--- config.mk ---
export PLATFORM = sky130hd
export DESIGN_NAME = sm83_alu_with_cb_ops_unit
export DESIGN_NICKNAME = d
export VERILOG_FILES = /design/src/rtl/sm83_pkg.sv /design/src/rtl/sm83_cb.sv /design/src/rtl/sm83_core.sv /design/src/rtl/sm83_alu_with_cb_ops_unit.sv
export SDC_FILE = /design/constraint.sdc
export NUM_CORES = 1
export LEC_CHECK = 0
export BUFFER_PORTS_ARGS = -buffer_cell sky130_fd_sc_hd__buf_4
export CORE_AREA = 2 2 110 112
export CTS_CLUSTER_DIAMETER = 200
export CTS_CLUSTER_SIZE = 8
export DETAILED_ROUTE_END_ITERATION = 8
export DIE_AREA = 0 0 112 114
export PLACE_DENSITY_LB_ADDON = 0.15
export SYNTH_ARGS = -nofsm -noshare
export SYNTH_HDL_FRONTEND = slang
export SYNTH_SLANG_ARGS = --single-unit
export TNS_END_PERCENT = 10
--- constraint.sdc ---
create_clock -name i_clk -period 3.9 [get_ports i_clk]
set_input_delay 0.585 -clock i_clk [delete_from_list [all_inputs] [get_ports i_clk]]
set_output_delay 0.585 -clock i_clk [all_outputs]
set_load 0.02 [all_outputs]
--- src/rtl/sm83_pkg.sv ---
// shared types and codes for the sm83 alu
package sm83_pkg;

    localparam int FLAG_Z = 3;
    localparam int FLAG_N = 2;
    localparam int FLAG_H = 1;
    localparam int FLAG_C = 0;

    typedef enum logic [4:0] {
        CMD_ADD  = 5'd0,
        CMD_ADC  = 5'd1,
        CMD_SUB  = 5'd2,
        CMD_SBC  = 5'd3,
        CMD_AND  = 5'd4,
        CMD_XOR  = 5'd5,
        CMD_OR   = 5'd6,
        CMD_CP   = 5'd7,
        CMD_INC  = 5'd8,
        CMD_DEC  = 5'd9,
        CMD_DAA  = 5'd10,
        CMD_CPL  = 5'd11,
        CMD_SCF  = 5'd12,
        CMD_CCF  = 5'd13,
        CMD_RLCA = 5'd14,
        CMD_RRCA = 5'd15,
        CMD_RLA  = 5'd16,
        CMD_RRA  = 5'd17,
        CMD_CB   = 5'd18
    } t_cmd;

    typedef enum logic [1:0] {
        CB_SHIFT = 2'd0,
        CB_BIT   = 2'd1,
        CB_RES   = 2'd2,
        CB_SET   = 2'd3
    } t_cb_group;

    typedef enum logic [2:0] {
        SH_RLC  = 3'd0,
        SH_RRC  = 3'd1,
        SH_RL   = 3'd2,
        SH_RR   = 3'd3,
        SH_SLA  = 3'd4,
        SH_SRA  = 3'd5,
        SH_SWAP = 3'd6,
        SH_SRL  = 3'd7
    } t_shift_kind;

    localparam logic [7:0] DAA_LIMIT   = 8'h99;
    localparam logic [3:0] DAA_NIB_MAX = 4'd9;
    localparam logic [3:0] DAA_ADJ     = 4'h6;

    typedef struct packed {
        logic [4:0] command;
        logic [7:0] operand_a;
        logic [7:0] operand_b;
        logic [7:0] cb_opcode;
        logic [3:0] flags_in;
    } t_alu_in;

    typedef struct packed {
        logic [7:0] result;
        logic [3:0] flags_out;
        logic       write_back;
    } t_alu_out;

endpackage

--- src/rtl/sm83_cb.sv ---
// cb-prefix group: rotates, shifts, swap, bit, res and set
module sm83_cb (
    input  logic [7:0]        i_operand,
    input  logic [7:0]        i_cb_opcode,
    input  logic [3:0]        i_flags,
    output sm83_pkg::t_alu_out o_res
);
    import sm83_pkg::*;

    logic [1:0] group_sel;
    logic [2:0] kind_sel;
    logic [7:0] mask;
    logic [7:0] sh_r;
    logic       sh_c;

    assign group_sel = i_cb_opcode[7:6];
    assign kind_sel  = i_cb_opcode[5:3];
    assign mask      = 8'd1 << kind_sel;

    always_comb begin
        case (kind_sel)
            SH_RLC: begin
                sh_c = i_operand[7];
                sh_r = {i_operand[6:0], i_operand[7]};
            end
            SH_RRC: begin
                sh_c = i_operand[0];
                sh_r = {i_operand[0], i_operand[7:1]};
            end
            SH_RL: begin
                sh_c = i_operand[7];
                sh_r = {i_operand[6:0], i_flags[FLAG_C]};
            end
            SH_RR: begin
                sh_c = i_operand[0];
                sh_r = {i_flags[FLAG_C], i_operand[7:1]};
            end
            SH_SLA: begin
                sh_c = i_operand[7];
                sh_r = {i_operand[6:0], 1'b0};
            end
            SH_SRA: begin
                sh_c = i_operand[0];
                sh_r = {i_operand[7], i_operand[7:1]};
            end
            SH_SWAP: begin
                sh_c = 1'b0;
                sh_r = {i_operand[3:0], i_operand[7:4]};
            end
            default: begin
                sh_c = i_operand[0];
                sh_r = {1'b0, i_operand[7:1]};
            end
        endcase
    end

    always_comb begin
        case (group_sel)
            CB_BIT: begin
                o_res.result     = i_operand;
                o_res.flags_out  = {~|(i_operand & mask), 1'b0, 1'b1, i_flags[FLAG_C]};
                o_res.write_back = 1'b0;
            end
            CB_RES: begin
                o_res.result     = i_operand & ~mask;
                o_res.flags_out  = i_flags;
                o_res.write_back = 1'b1;
            end
            CB_SET: begin
                o_res.result     = i_operand | mask;
                o_res.flags_out  = i_flags;
                o_res.write_back = 1'b1;
            end
            default: begin
                o_res.result     = sh_r;
                o_res.flags_out  = {~|sh_r, 1'b0, 1'b0, sh_c};
                o_res.write_back = 1'b1;
            end
        endcase
    end

endmodule

--- src/rtl/sm83_core.sv ---
// combinational alu datapath between the input and result registers
module sm83_core (
    input  sm83_pkg::t_alu_in  i_item,
    output sm83_pkg::t_alu_out o_res
);
    import sm83_pkg::*;

    logic [7:0] a;
    logic [7:0] b;
    logic [3:0] f;
    logic       cin;
    logic       use_carry;
    logic [8:0] sum9;
    logic [4:0] sum_lo;
    logic [8:0] dif9;
    logic [4:0] dif_lo;
    logic [7:0] inc_r;
    logic [7:0] dec_r;
    logic       daa_lo;
    logic       daa_hi;
    logic [7:0] daa_u;
    logic [7:0] daa_r;
    t_alu_out   cb_res;

    assign a   = i_item.operand_a;
    assign b   = i_item.operand_b;
    assign f   = i_item.flags_in;
    assign cin = f[FLAG_C];

    assign use_carry = (i_item.command == CMD_ADC) || (i_item.command == CMD_SBC);

    assign sum9   = {1'b0, a} + {1'b0, b} + {8'd0, use_carry & cin};
    assign sum_lo = {1'b0, a[3:0]} + {1'b0, b[3:0]} + {4'd0, use_carry & cin};
    assign dif9   = {1'b0, a} - {1'b0, b} - {8'd0, use_carry & cin};
    assign dif_lo = {1'b0, a[3:0]} - {1'b0, b[3:0]} - {4'd0, use_carry & cin};

    assign inc_r = a + 8'd1;
    assign dec_r = a - 8'd1;

    assign daa_lo = f[FLAG_H] || (!f[FLAG_N] && (a[3:0] > DAA_NIB_MAX));
    assign daa_hi = cin || (!f[FLAG_N] && (a > DAA_LIMIT));
    assign daa_u  = {(daa_hi ? DAA_ADJ : 4'd0), (daa_lo ? DAA_ADJ : 4'd0)};
    assign daa_r  = f[FLAG_N] ? (a - daa_u) : (a + daa_u);

    sm83_cb u_cb (
        .i_operand   (a),
        .i_cb_opcode (i_item.cb_opcode),
        .i_flags     (f),
        .o_res       (cb_res)
    );

    always_comb begin
        o_res.result     = a;
        o_res.flags_out  = f;
        o_res.write_back = 1'b1;
        case (i_item.command)
            CMD_ADD, CMD_ADC: begin
                o_res.result    = sum9[7:0];
                o_res.flags_out = {~|sum9[7:0], 1'b0, sum_lo[4], sum9[8]};
            end
            CMD_SUB, CMD_SBC, CMD_CP: begin
                o_res.result     = dif9[7:0];
                o_res.flags_out  = {~|dif9[7:0], 1'b1, dif_lo[4], dif9[8]};
                o_res.write_back = (i_item.command != CMD_CP);
            end
            CMD_AND: begin
                o_res.result    = a & b;
                o_res.flags_out = {~|(a & b), 1'b0, 1'b1, 1'b0};
            end
            CMD_XOR: begin
                o_res.result    = a ^ b;
                o_res.flags_out = {~|(a ^ b), 3'b000};
            end
            CMD_OR: begin
                o_res.result    = a | b;
                o_res.flags_out = {~|(a | b), 3'b000};
            end
            CMD_INC: begin
                o_res.result    = inc_r;
                o_res.flags_out = {~|inc_r, 1'b0, ~|inc_r[3:0], cin};
            end
            CMD_DEC: begin
                o_res.result    = dec_r;
                o_res.flags_out = {~|dec_r, 1'b1, &dec_r[3:0], cin};
            end
            CMD_DAA: begin
                o_res.result    = daa_r;
                o_res.flags_out = {~|daa_r, f[FLAG_N], 1'b0, daa_hi};
            end
            CMD_CPL: begin
                o_res.result    = ~a;
                o_res.flags_out = {f[FLAG_Z], 1'b1, 1'b1, cin};
            end
            CMD_SCF: begin
                o_res.flags_out  = {f[FLAG_Z], 1'b0, 1'b0, 1'b1};
                o_res.write_back = 1'b0;
            end
            CMD_CCF: begin
                o_res.flags_out  = {f[FLAG_Z], 1'b0, 1'b0, ~cin};
                o_res.write_back = 1'b0;
            end
            CMD_RLCA: begin
                o_res.result    = {a[6:0], a[7]};
                o_res.flags_out = {3'b000, a[7]};
            end
            CMD_RRCA: begin
                o_res.result    = {a[0], a[7:1]};
                o_res.flags_out = {3'b000, a[0]};
            end
            CMD_RLA: begin
                o_res.result    = {a[6:0], cin};
                o_res.flags_out = {3'b000, a[7]};
            end
            CMD_RRA: begin
                o_res.result    = {cin, a[7:1]};
                o_res.flags_out = {3'b000, a[0]};
            end
            CMD_CB: begin
                o_res = cb_res;
            end
            default: begin
                o_res.write_back = 1'b0;
            end
        endcase
    end

endmodule

--- src/rtl/sm83_alu_with_cb_ops_unit.sv ---
// top level: sm83 alu with cb group, input register and result register
//
// input channel: i_in_valid / o_in_ready carry one operation (command,
// operands, cb opcode, incoming flags) in i_in_data.
// output channel: o_out_valid / i_out_ready carry the result byte, new
// flags and the write-back strobe in o_out_data.
// every transfer in gives exactly one transfer out, in order.
// the path runs from the input transfer through the input register, then
// through the alu into the result register, which drives o_out_valid.
// throughput: one operation per cycle while the receiver does not stall,
// set by the single-pass datapath between the two registers.
// when the receiver stalls, the result register holds its item and the
// input register keeps one more; o_in_ready drops only when both are full.
// o_in_ready follows i_out_ready combinationally.
// reset (i_rst_n low, synchronous) empties both registers; no state is
// kept between operations.
module sm83_alu_with_cb_ops_unit (
    input  logic               i_clk,
    input  logic               i_rst_n,
    input  logic               i_in_valid,
    output logic               o_in_ready,
    input  sm83_pkg::t_alu_in  i_in_data,
    output logic               o_out_valid,
    input  logic               i_out_ready,
    output sm83_pkg::t_alu_out o_out_data
);
    import sm83_pkg::*;

    logic     r_s1_valid;
    logic     n_s1_valid;
    t_alu_in  r_s1_data;
    logic     r_out_valid;
    logic     n_out_valid;
    t_alu_out r_out_data;
    t_alu_out core_res;
    logic     out_free;
    logic     in_xfer;
    logic     s1_move;

    assign out_free   = !r_out_valid || i_out_ready;
    assign o_in_ready = !r_s1_valid || out_free;
    assign in_xfer    = i_in_valid && o_in_ready;
    assign s1_move    = r_s1_valid && out_free;

    sm83_core u_core (
        .i_item (r_s1_data),
        .o_res  (core_res)
    );

    always_comb begin
        n_s1_valid  = o_in_ready ? i_in_valid : r_s1_valid;
        n_out_valid = out_free ? r_s1_valid : r_out_valid;
    end

    always_ff @(posedge i_clk) begin
        if (!i_rst_n) begin
            r_s1_valid  <= 1'b0;
            r_out_valid <= 1'b0;
        end else begin
            r_s1_valid  <= n_s1_valid;
            r_out_valid <= n_out_valid;
        end
    end

    always_ff @(posedge i_clk) begin
        if (in_xfer) begin
            r_s1_data <= i_in_data;
        end
        if (s1_move) begin
            r_out_data <= core_res;
        end
    end

    assign o_out_valid = r_out_valid;
    assign o_out_data  = r_out_data;

endmodule

# After elaboration in Yosys (flattened, before gate mapping)
# Cells that the tools add are included.
dict set report classes {
  addsub 12
  n_mul 0
  div_mod_pow 0
  order_cmp 2
  eq_ne 28
  n_shift 1
  n_mux 9
  bitwise 10
  n_reduce_logical 43
}
# op count
set ops {}
lappend ops {{8-bit one-hot mux with 14 select lines} 1}
lappend ops {{8-bit OR reduction} 10}
lappend ops {{4-bit one-hot mux with 14 select lines} 1}
lappend ops {{8-bit one-hot mux with 7 select lines} 1}
lappend ops {{5-bit by 4-bit == test with 1-bit output (second input constant)} 8}
lappend ops {{13-bit one-hot mux with 3 select lines} 1}
lappend ops {{8-bit AND} 3}
lappend ops {{5-bit by 3-bit == test with 1-bit output (second input constant)} 4}
lappend ops {{8-bit NOT} 2}
lappend ops {{8-bit OR} 2}
lappend ops {{5-bit == test (second input constant)} 3}
lappend ops {{1-bit logical NOT} 14}
lappend ops {{13-bit OR reduction} 1}
lappend ops {{5-bit by 2-bit == test with 1-bit output (second input constant)} 2}
lappend ops {{8-bit by 8-bit adder with 9-bit output} 1}
lappend ops {{9-bit by 1-bit adder with 9-bit output} 1}
lappend ops {{3-bit == test (second input constant)} 3}
lappend ops {{8-bit by 8-bit subtractor with 9-bit output} 1}
lappend ops {{9-bit by 1-bit subtractor with 9-bit output} 1}
lappend ops {{8-bit by 1-bit adder with 8-bit output (second input constant)} 1}
lappend ops {{8-bit adder} 1}
lappend ops {{8-bit greater-than comparator (second input constant)} 1}
lappend ops {{8-bit two-way mux} 1}
lappend ops {{1-bit by 3-bit left shift with 8-bit output (first input constant)} 1}
lappend ops {{27 further kinds} 40}
dict set report totals {
  regBits 48
  latch_bits 0
  ramBits 0
  rom_bits 0
  inputBits 37
  memories 0
}

# Longest topological paths before layout
# Gate-level depths: netlist (run 1).
dict set report depth {
  word_depth 9
  depth_mapped 18
  ltp_nobuf 17
}

# By module
# Synthesis (run 1) repeated with hierarchy kept, for this count alone.
dict set report hier_totals {
  hier_cells 620
  area_unflattened_um2 5290.1
}
# mod n_inst cells_per_inst area_each_um2
set modules_own_cells {}
lappend modules_own_cells {sm83_core 1 450 3039.2}
lappend modules_own_cells {sm83_alu_with_cb_ops_unit 1 55 1485.2}
lappend modules_own_cells {sm83_cb 1 115 765.7}

# Worst setup path before layout (run 1)
# OpenSTA, ideal clock, no wires.
dict set report synth_path {
  path_kind {register to register}
  startpoint {reg r_s1_data[21] in the netlist's numbering}
  endpoint {reg r_out_data (netlist bit o_out_data[4]), data pin}
  setup_time_ns 0.256
  arrival_time_ns 3.496
  required_time_ns 3.644
  setup_slack_ns 0.149
  stages_incl_launch_ff 18
  path_buffers 1
  path_cell_list {edfxtp_1 inv_1 ha_1 clkbuf_1 nor2_1 o21ai_0 nor2b_1 inv_1 ha_1 inv_1 mux2i_1 ha_1 inv_1 o31ai_1 xnor2_1 o32ai_1 or3_1 a41o_1}
}
# element line
set synth_lines {}
lappend synth_lines {{start: declaration} sm83_alu_with_cb_ops_unit.sv:31} ;# t_alu_in r_s1_data;
lappend synth_lines {{start signal: assignment} sm83_alu_with_cb_ops_unit.sv:67} ;# r_s1_data <= i_in_data;
lappend synth_lines {{end signal: assignment} sm83_alu_with_cb_ops_unit.sv:70} ;# r_out_data <= core_res;
lappend synth_lines {{end: declaration} sm83_alu_with_cb_ops_unit.sv:34} ;# t_alu_out r_out_data;

==> results of run 1 <==
-- state kept, by name, indices dropped and copies added (netlist names) --
| name | count |
|---|---|
| o_out_data | 13 |
| r_s1_data | 30 |
| o_out_valid | 1 |
| r_s1_valid | 1 |
-- worst min-delay path by stage --
stage | end | slack, ps | depth (start not counted)
6_report | r_s1_data[2] | 460 | 1
5_1_grt | r_s1_data[8] | 450 | 1
4_1_cts | r_s1_data[25] | 450 | 1
3_5_place_dp | o_out_valid | 510 | 1
3_3_place_gp | o_out_valid | 500 | 1
2_1_floorplan | o_out_valid | 480 | 1
-- power groups by stage --
stage,Clock (mW),Sequential (mW),Combinational [mW]
floorplan,0,0.608,0.397
global placement,0,0.608,0.605
detailed placement,0,0.610,0.611
CTS,0.495,0.600,0.613
global route,0.513,0.605,0.676
finish,0.483,0.600,0.624
-- logic make-up after synthesis --
logic type,count (synthesis),synth area share (%)
adders and majority gates,48,12.4
muxes,12,2.37
xor gates and xnor gates,22,3.80
DFF,45,26.2
AOI/OAI and AO/OA,198,26.5
and+or+nand+nor,212,22.2
buffers and inverters,76,6.51
-- routing by layer --
layer  wire, um  part of all wire, %
met1       7690                   42
met3       1460                  8.0
met4        906                  5.0
met5          0                    0
met2       8170                   45
-- layout make-up --
class                      instances  area [um2]
clock buffer                       6         129
clock inverter                     2        33.8
fill                            1181        5870
inverter                          36         135
multi-input combinational        492        3420
sequential                        45        1330
tap                              147         184
timing repair buffer              81         608
-- cell usage in the layout, fill, tap and decap left out, drive strengths merged, types with 6 or more instances in the layout --
| cell | instances |
|---|---|
| and2 | 8 |
| a31oi | 6 |
| mux2i | 12 |
| nor2b | 14 |
| nor2 | 39 |
| a221oi | 6 |
| buf | 81 |
| o221ai | 10 |
| clkbuf | 6 |
| o21a | 8 |
| nand4 | 7 |
| nor3 | 17 |
| nand2b | 10 |
| or3 | 10 |
| o21ai | 49 |
| o211ai | 8 |
| nand3 | 22 |
| xnor2 | 14 |
| o22ai | 17 |
| ha | 44 |
| xor2 | 8 |
| inv | 34 |
| o31ai | 8 |
| a21oi | 39 |
| edfxtp | 43 |
| nor4 | 8 |
| nand2 | 56 |
-- worst max-delay path: cells and delay by family (launching register included) --
kind	cells	cell delay (ps)
adders and majority gates	2	450
DFF	1	390
xor gates and xnor gates	1	230
buffers and inverters	1	190
and+or+nand+nor	5	1290
AOI/OAI and AO/OA	5	800
==> reports/results.tsv, run 1 <==
stage	metric	value	unit
timing	Sum Neg Setup Slack	0	ps
power	Peak VDD IR	0.242	mV
cells_and_area	Finished Core Util	49.9	%
yosys	EDFF count, synth	43	
power	Comb pwr share	36.5	%
grt	largest net degree at the start of global routing	31	
cells_and_area	Final Non-Filler Cells	809	
floorplan	I/O pin total	52	
yosys	share of async-settable or async-resettable flops after synthesis	0	%
clocking	H-tree levels	2	
flow_run	Max-cap violations	0	
yosys	mapped cell area	0.00508	mm2
clocking	Worst-path clk slew	70	ps
critical_path	crit-path max FO	5	
placed_design	input/output buffers	48	
power	Sw Share	34.8	%
clocking	CTS buffer count	5	
placed_design	Area after DPL	0.00567	mm2
critical_path	Startpoint Class	register	
yosys	Netlist cell types	75	
clocking	CTS Root Cell	clkbuf_16	
yosys	Avg Cell Area, Syn	8.28	um2
clocking	number of clock sinks	45	
yosys	Syn Nets	698	
power	sequential power share	35.2	%
yosys	top cell type's share of synthesized area	25.4	%
timing	final setup margin	273	ps
grt	GRT met2 Usage	45.5	%
timing	max-slew headroom at the worst pin	29.6	%
yosys	Most used DFF post-synth	edfxtp_1	
yosys	area leader, netlist	edfxtp_1	
drt	1st-iter DRT viols	396	
placed_design	GPL Wtd Cong	0.995	
yosys	top cells by area, synth	edfxtp_1, ha_1, o21ai_0, nand2_1, a21oi_1	
yosys	YS warnings	0	
floorplan	Die Height	114	um
clocking	clk buf depth	2	
yosys	most numerous cell in the Yosys netlist	nand2_1	
worst_hold_path	path type of the worst min-delay path	in -> reg	
yosys	sequential share of the synthesized area	26.2	%
placed_design	DP Worst Slack	266	ps
timing	hold slack	456	ps
placed_design	dpl hpwl	14000	um
timing	endpoints failing setup	0	
drt	Vias/cell	6.33	
power	clock power share	28.3	%
timing	Least-Margin Pin Slew	1050	ps
power	cell area power density	292	mW/mm2
floorplan	CORE AREA	0.0117	mm2
floorplan	Horiz. Die Dim	112	um
critical_path	Worst Setup SP	r_s1_data[20]	
grt	Global Route Usage Sum	29.2	%
cells_and_area	NumNets Final	746	
power	Pleak	2.29	nW
grt	antenna violations before repair	0	
yosys	Cells after Synth	613	
grt	GRT busiest layer	met2	
timing	clock skew	8.24	ps
critical_path	crit path kind	reg -> reg	
power	P_int	1.11	mW
floorplan	Cell Rows	40	
grt	vias in the first global route	4935	
grt	met1 Use GR	39.1	%
cells_and_area	synthesis-to-finish area growth	15.0	%
floorplan	starting density of the core	43.3	%
timing	Max Fclk	276	MHz
drt	Via Count	5119	
timing	Slew Limit Fails	0	
critical_path	critical path data arrival time	3670	ps
clocking	post-CTS sizing	0	
placed_design	dpl cells	801	
timing	Fin. Hold Viols	0	
timing	fin crit share	93.0	%
yosys	Synth top cells by count	nand2_1, o21ai_0, ha_1, edfxtp_1	
critical_path	Setup crit end kind	register	
clocking	CTS tree	built	
clocking	post-CTS setup repair buffer count	0	
timing	Final min period	3630	ps
floorplan	Die ar.	0.0128	mm2
critical_path	CP cell instances	buf_4, ha_1, nor2_1, o21ai_0, nor2b_2, or2_2, ha_1, or3_1, o22ai_1, o31ai_1, xnor2_1, o32ai_1, or3_1, a41o_1	
clocking	later-pin clock latency in the skew report	300	ps
critical_path	Worst Path Required	3940	ps
grt	total congestion overflow	0	
grt	met3 usage	5.47	%
power	Psw	0.594	mW
grt	global-route wire length before repair	28400	um
drt	ANT nets after route	0	
cells_and_area	fin area	0.00584	mm2
power	Design Power	1.71	mW
critical_path	r2r startpoint	r_s1_data[20]	
drt	DR WL/cell	22.5	um
worst_hold_path	hold_sp	i_in_data[2]	
cells_and_area	share of cells above drive strength 1	16.3	%
yosys	Yosys reg bits	45	
clocking	hold-fix buffers at CTS	0	
critical_path	R2R cell count	14	
cells_and_area	# diodes	0	
critical_path	Setup crit end	o_out_data[4]	
critical_path	CP max-delay cell	edfxtp_1	
outcome	status	finished, final reports clean	
drt	DRC violations left	0	
critical_path	slowest stage delay, CP	390	ps
critical_path	RR Endpoint	o_out_data[4]	
drt	WL final	18200	um
drt	Pre-antenna DRT Iters	5	
timing	RSZ-0062 raised after global routing	no	
critical_path	R2R Setup Slk	270	ps
Power figures use the tool's default switching activity.
==> run 2, diff against run 1 <==
- ABC_AREA: default -> 1
- CORE_AREA: 2 2 110 112 -> 2 2 113 115
- DIE_AREA: 0 0 112 114 -> 0 0 115 117
==> reports/results.tsv, run 2 <==
stage	metric	value	unit	change
drt	1st-iter DRT viols	584		was 396
power	cell area power density	272	mW/mm2	was 292 mW/mm2
cells_and_area	Biggest register	r_s1_data		unchanged
clocking	post-CTS sizing	0		unchanged
timing	clock skew	13.5	ps	was 8.24 ps
yosys	Most used DFF post-synth	edfxtp_1		unchanged
clocking	later-pin clock latency in the skew report	300	ps	about the same
critical_path	critical path data arrival time	3620	ps	was 3670 ps
critical_path	Worst Path Required	3920	ps	was 3940 ps
critical_path	Startpoint Class	register		unchanged
critical_path	r2r startpoint	r_s1_data[31]		was r_s1_data[20]
placed_design	dpl cells	1010		was 801
critical_path	crit-path max FO	7		was 5
grt	antenna violations before repair	0		unchanged
timing	Final min period	3610	ps	was 3630 ps
worst_hold_path	path type of the worst min-delay path	in -> reg		unchanged
timing	Slew Limit Fails	0		unchanged
timing	final setup margin	292	ps	was 273 ps
critical_path	CP top delay family	simple AND/OR/NAND/NOR gates		unchanged
cells_and_area	fin area	0.00608	mm2	was 0.00584 mm2
yosys	sequential share of the synthesized area	24.9	%	was 26.2%
drt	WL final	17700	um	was 18200 um
timing	Sum Neg Setup Slack	0	ps	unchanged
drt	Pre-antenna DRT Iters	6		was 5
clocking	number of clock sinks	45		unchanged
floorplan	Horiz. Die Dim	115	um	was 112 um
clocking	hold-fix buffers at CTS	0		unchanged
floorplan	I/O pin total	52		unchanged
flow_run	Max-cap violations	0		unchanged
floorplan	Die Height	117	um	was 114 um
power	Design Power	1.65	mW	was 1.71 mW
floorplan	Cell Rows	41		was 40
yosys	Synth top cells by count	nand2_1, inv_1, nor2_1, nand3_1, ha_1		was nand2_1, o21ai_0, ha_1, edfxtp_1
floorplan	Die ar.	0.0135	mm2	was 0.0128 mm2
critical_path	crit path kind	reg -> reg		unchanged
timing	endpoints failing setup	0		unchanged
outcome	status	finished, final reports clean		unchanged
cells_and_area	# diodes	0		unchanged
drt	DR WL/cell	17.4	um	was 22.5 um
grt	Global Route Usage Sum	27.2	%	was 29.2%
placed_design	dpl hpwl	14200	um	was 14000 um
placed_design	input/output buffers	48		unchanged
cells_and_area	Fillers	1228		was 1181
yosys	Yosys reg bits	45		unchanged
clocking	CTS buffer count	5		unchanged
clocking	CTS Root Cell	clkbuf_16		unchanged
yosys	Netlist cell types	43		was 75
critical_path	Worst Setup SP	r_s1_data[31]		was r_s1_data[20]
drt	Via Count	5730		was 5119
cells_and_area	NumNets Final	952		was 746
cells_and_area	multi-input logic area	0.00346	mm2	was 0.00342 mm2
timing	Max Fclk	277	MHz	was 276 MHz
drt	DRC violations left	0		unchanged
cells_and_area	Final Non-Filler Cells	1018		was 809
cells_and_area	share of cells above drive strength 1	13.0	%	was 16.3%
floorplan	CORE AREA	0.0123	mm2	was 0.0117 mm2
timing	Least-Margin Pin Slew	1130	ps	was 1050 ps
critical_path	slowest stage delay, CP	540	ps	was 390 ps
critical_path	CP max-delay cell	edfxtp_1		unchanged
yosys	EDFF count, synth	43		unchanged
placed_design	Area after DPL	0.00594	mm2	was 0.00567 mm2
critical_path	Buffers & Inverters on Critical Path	2		was 1
grt	vias in the first global route	5293		was 4935
clocking	CTS tree	built		unchanged
floorplan	starting density of the core	43.4	%	was 43.3%
clocking	H-tree levels	2		unchanged
placed_design	DP Worst Slack	334	ps	was 266 ps
cells_and_area	Seq. cell area	0.00133	mm2	unchanged
clocking	clk buf depth	2		unchanged
yosys	YS warnings	0		unchanged
yosys	top cell type's share of synthesized area	24.1	%	was 25.4%
timing	fin crit share	92.5	%	was 93.0%
yosys	most numerous cell in the Yosys netlist	nand2_1		unchanged
grt	global-route wire length before repair	28200	um	was 28400 um
drt	Vias/cell	5.63		was 6.33
cells_and_area	synthesis-to-finish area growth	13.6	%	was 15.0%
critical_path	CP cell instances	nor2_4, inv_2, nor3_1, inv_1, fa_1, fa_1, o21ai_0, nand2_1, xor2_1, a211oi_1, nand3_1		was buf_4, ha_1, nor2_1, o21ai_0, nor2b_2, or2_2, ha_1, or3_1, o22ai_1, o31ai_1, xnor2_1, o32ai_1, or3_1, a41o_1
yosys	Cells after Synth	814		was 613
yosys	Avg Cell Area, Syn	6.57	um2	was 8.28 um2
yosys	mapped cell area	0.00535	mm2	was 0.00508 mm2
yosys	area leader, netlist	edfxtp_1		unchanged
yosys	Syn Nets	899		was 698
yosys	share of async-settable or async-resettable flops after synthesis	0	%	unchanged
cells_and_area	max reg flops	30		unchanged
clocking	post-CTS setup repair buffer count	0		unchanged
grt	total congestion overflow	0		unchanged
cells_and_area	commonest non-fill, non-tap cell in the layout	nand2_1		was buf_4
timing	Fin. Hold Viols	0		unchanged
critical_path	Setup crit end kind	register		unchanged
worst_hold_path	hold_sp	i_in_data[18]		was i_in_data[2]
drt	ANT nets after route	0		unchanged
yosys	top cells by area, synth	edfxtp_1, nand2_1, ha_1, inv_1, nor2_1		was edfxtp_1, ha_1, o21ai_0, nand2_1, a21oi_1
power	Peak VDD IR	0.227	mV	was 0.242 mV
power	Pleak	2.93	nW	was 2.29 nW
clocking	Worst-path clk slew	70	ps	about the same
critical_path	Most Frequent Cell on Critical Path	fa_1		
timing	RSZ-0062 raised after global routing	no		unchanged
grt	largest net degree at the start of global routing	31		unchanged
cells_and_area	most frequent cells in the layout	nand2_1, inv_1, nor2_1		was buf_4, nand2_1, o21ai_0
placed_design	GPL Wtd Cong	1.04		was 0.995
timing	max-slew headroom at the worst pin	24.9	%	was 29.6%
run 2: cell types whose count changed after synthesis, sizes merged, moves of 14 or more:
| cell | delta |
|---|---|
| o21ai | -19 |
| inv | +81 |
| nor2 | +66 |
| clkbuf | -14 |
| nand2 | +188 |
| nand3 | +43 |
| a21oi | -14 |
| nand4 | +23 |
| nor2b | -14 |
run 2: through the flow:
step | util, % | hold WS, ps
global placement | 48.2 | 456
floorplan | - | 447
global route | 49.4 | 446
finish | 49.4 | 456
detailed placement | 48.2 | 493
CTS | 49.4 | 451
run 2: layout make-up:
class	count	area share, %
sequential	45	21.9
clock inverter	3	0.288
timing repair buffer	68	8.40
tap	150	3.09
clock buffer	5	2.06
inverter	119	7.35
multi-input combinational	628	56.9
run 2: where the power goes:
part | switching, mW | internal, mW | leakage (nW)
Clock | 0.185 | 0.235 | 0.0712
Combinational | 0.396 | 0.220 | 2.43
Sequential | 0.0438 | 0.572 | 0.432
Total | 0.625 | 1.03 | 2.93
run 2: worst paths after layout:
path | end | slack [ps] | cells past startpoint
max reg2reg | o_out_data[9] | 290 | 11
max | o_out_data[9] | 290 | 11
min | r_s1_data[18] | 460 | 1
min reg2reg | o_out_valid | 500 | 2
run 2: logic make-up (layout without fill, tap and decap cells):
| kind of cell | count (synthesis) | in the layout | synth area share, % |
|---|---|---|---|
| xor+xnor | 15 | 15 | 2.46 |
| flops | 45 | 45 | 24.9 |
| simple gates | 470 | 470 | 39.1 |
| buf+inv | 141 | 195 | 10.4 |
| fa+ha+maj | 48 | 48 | 11.8 |
| compound gates | 95 | 95 | 11.3 |
run 2: metal layers:
| metal | wire (um) | part of all wire [%] | up-vias | track usage, % |
|---|---|---|---|---|
| met4 | 549 | 3.1 | 0 | 9.00 |
| li1 | - | - | 2809 | - |
| met5 | 0 | 0 | - | 0 |
| met1 | 8030 | 45 | 2594 | 39.5 |
| met3 | 1640 | 9.2 | 34 | 5.46 |
| met2 | 7530 | 42 | 293 | 40.5 |
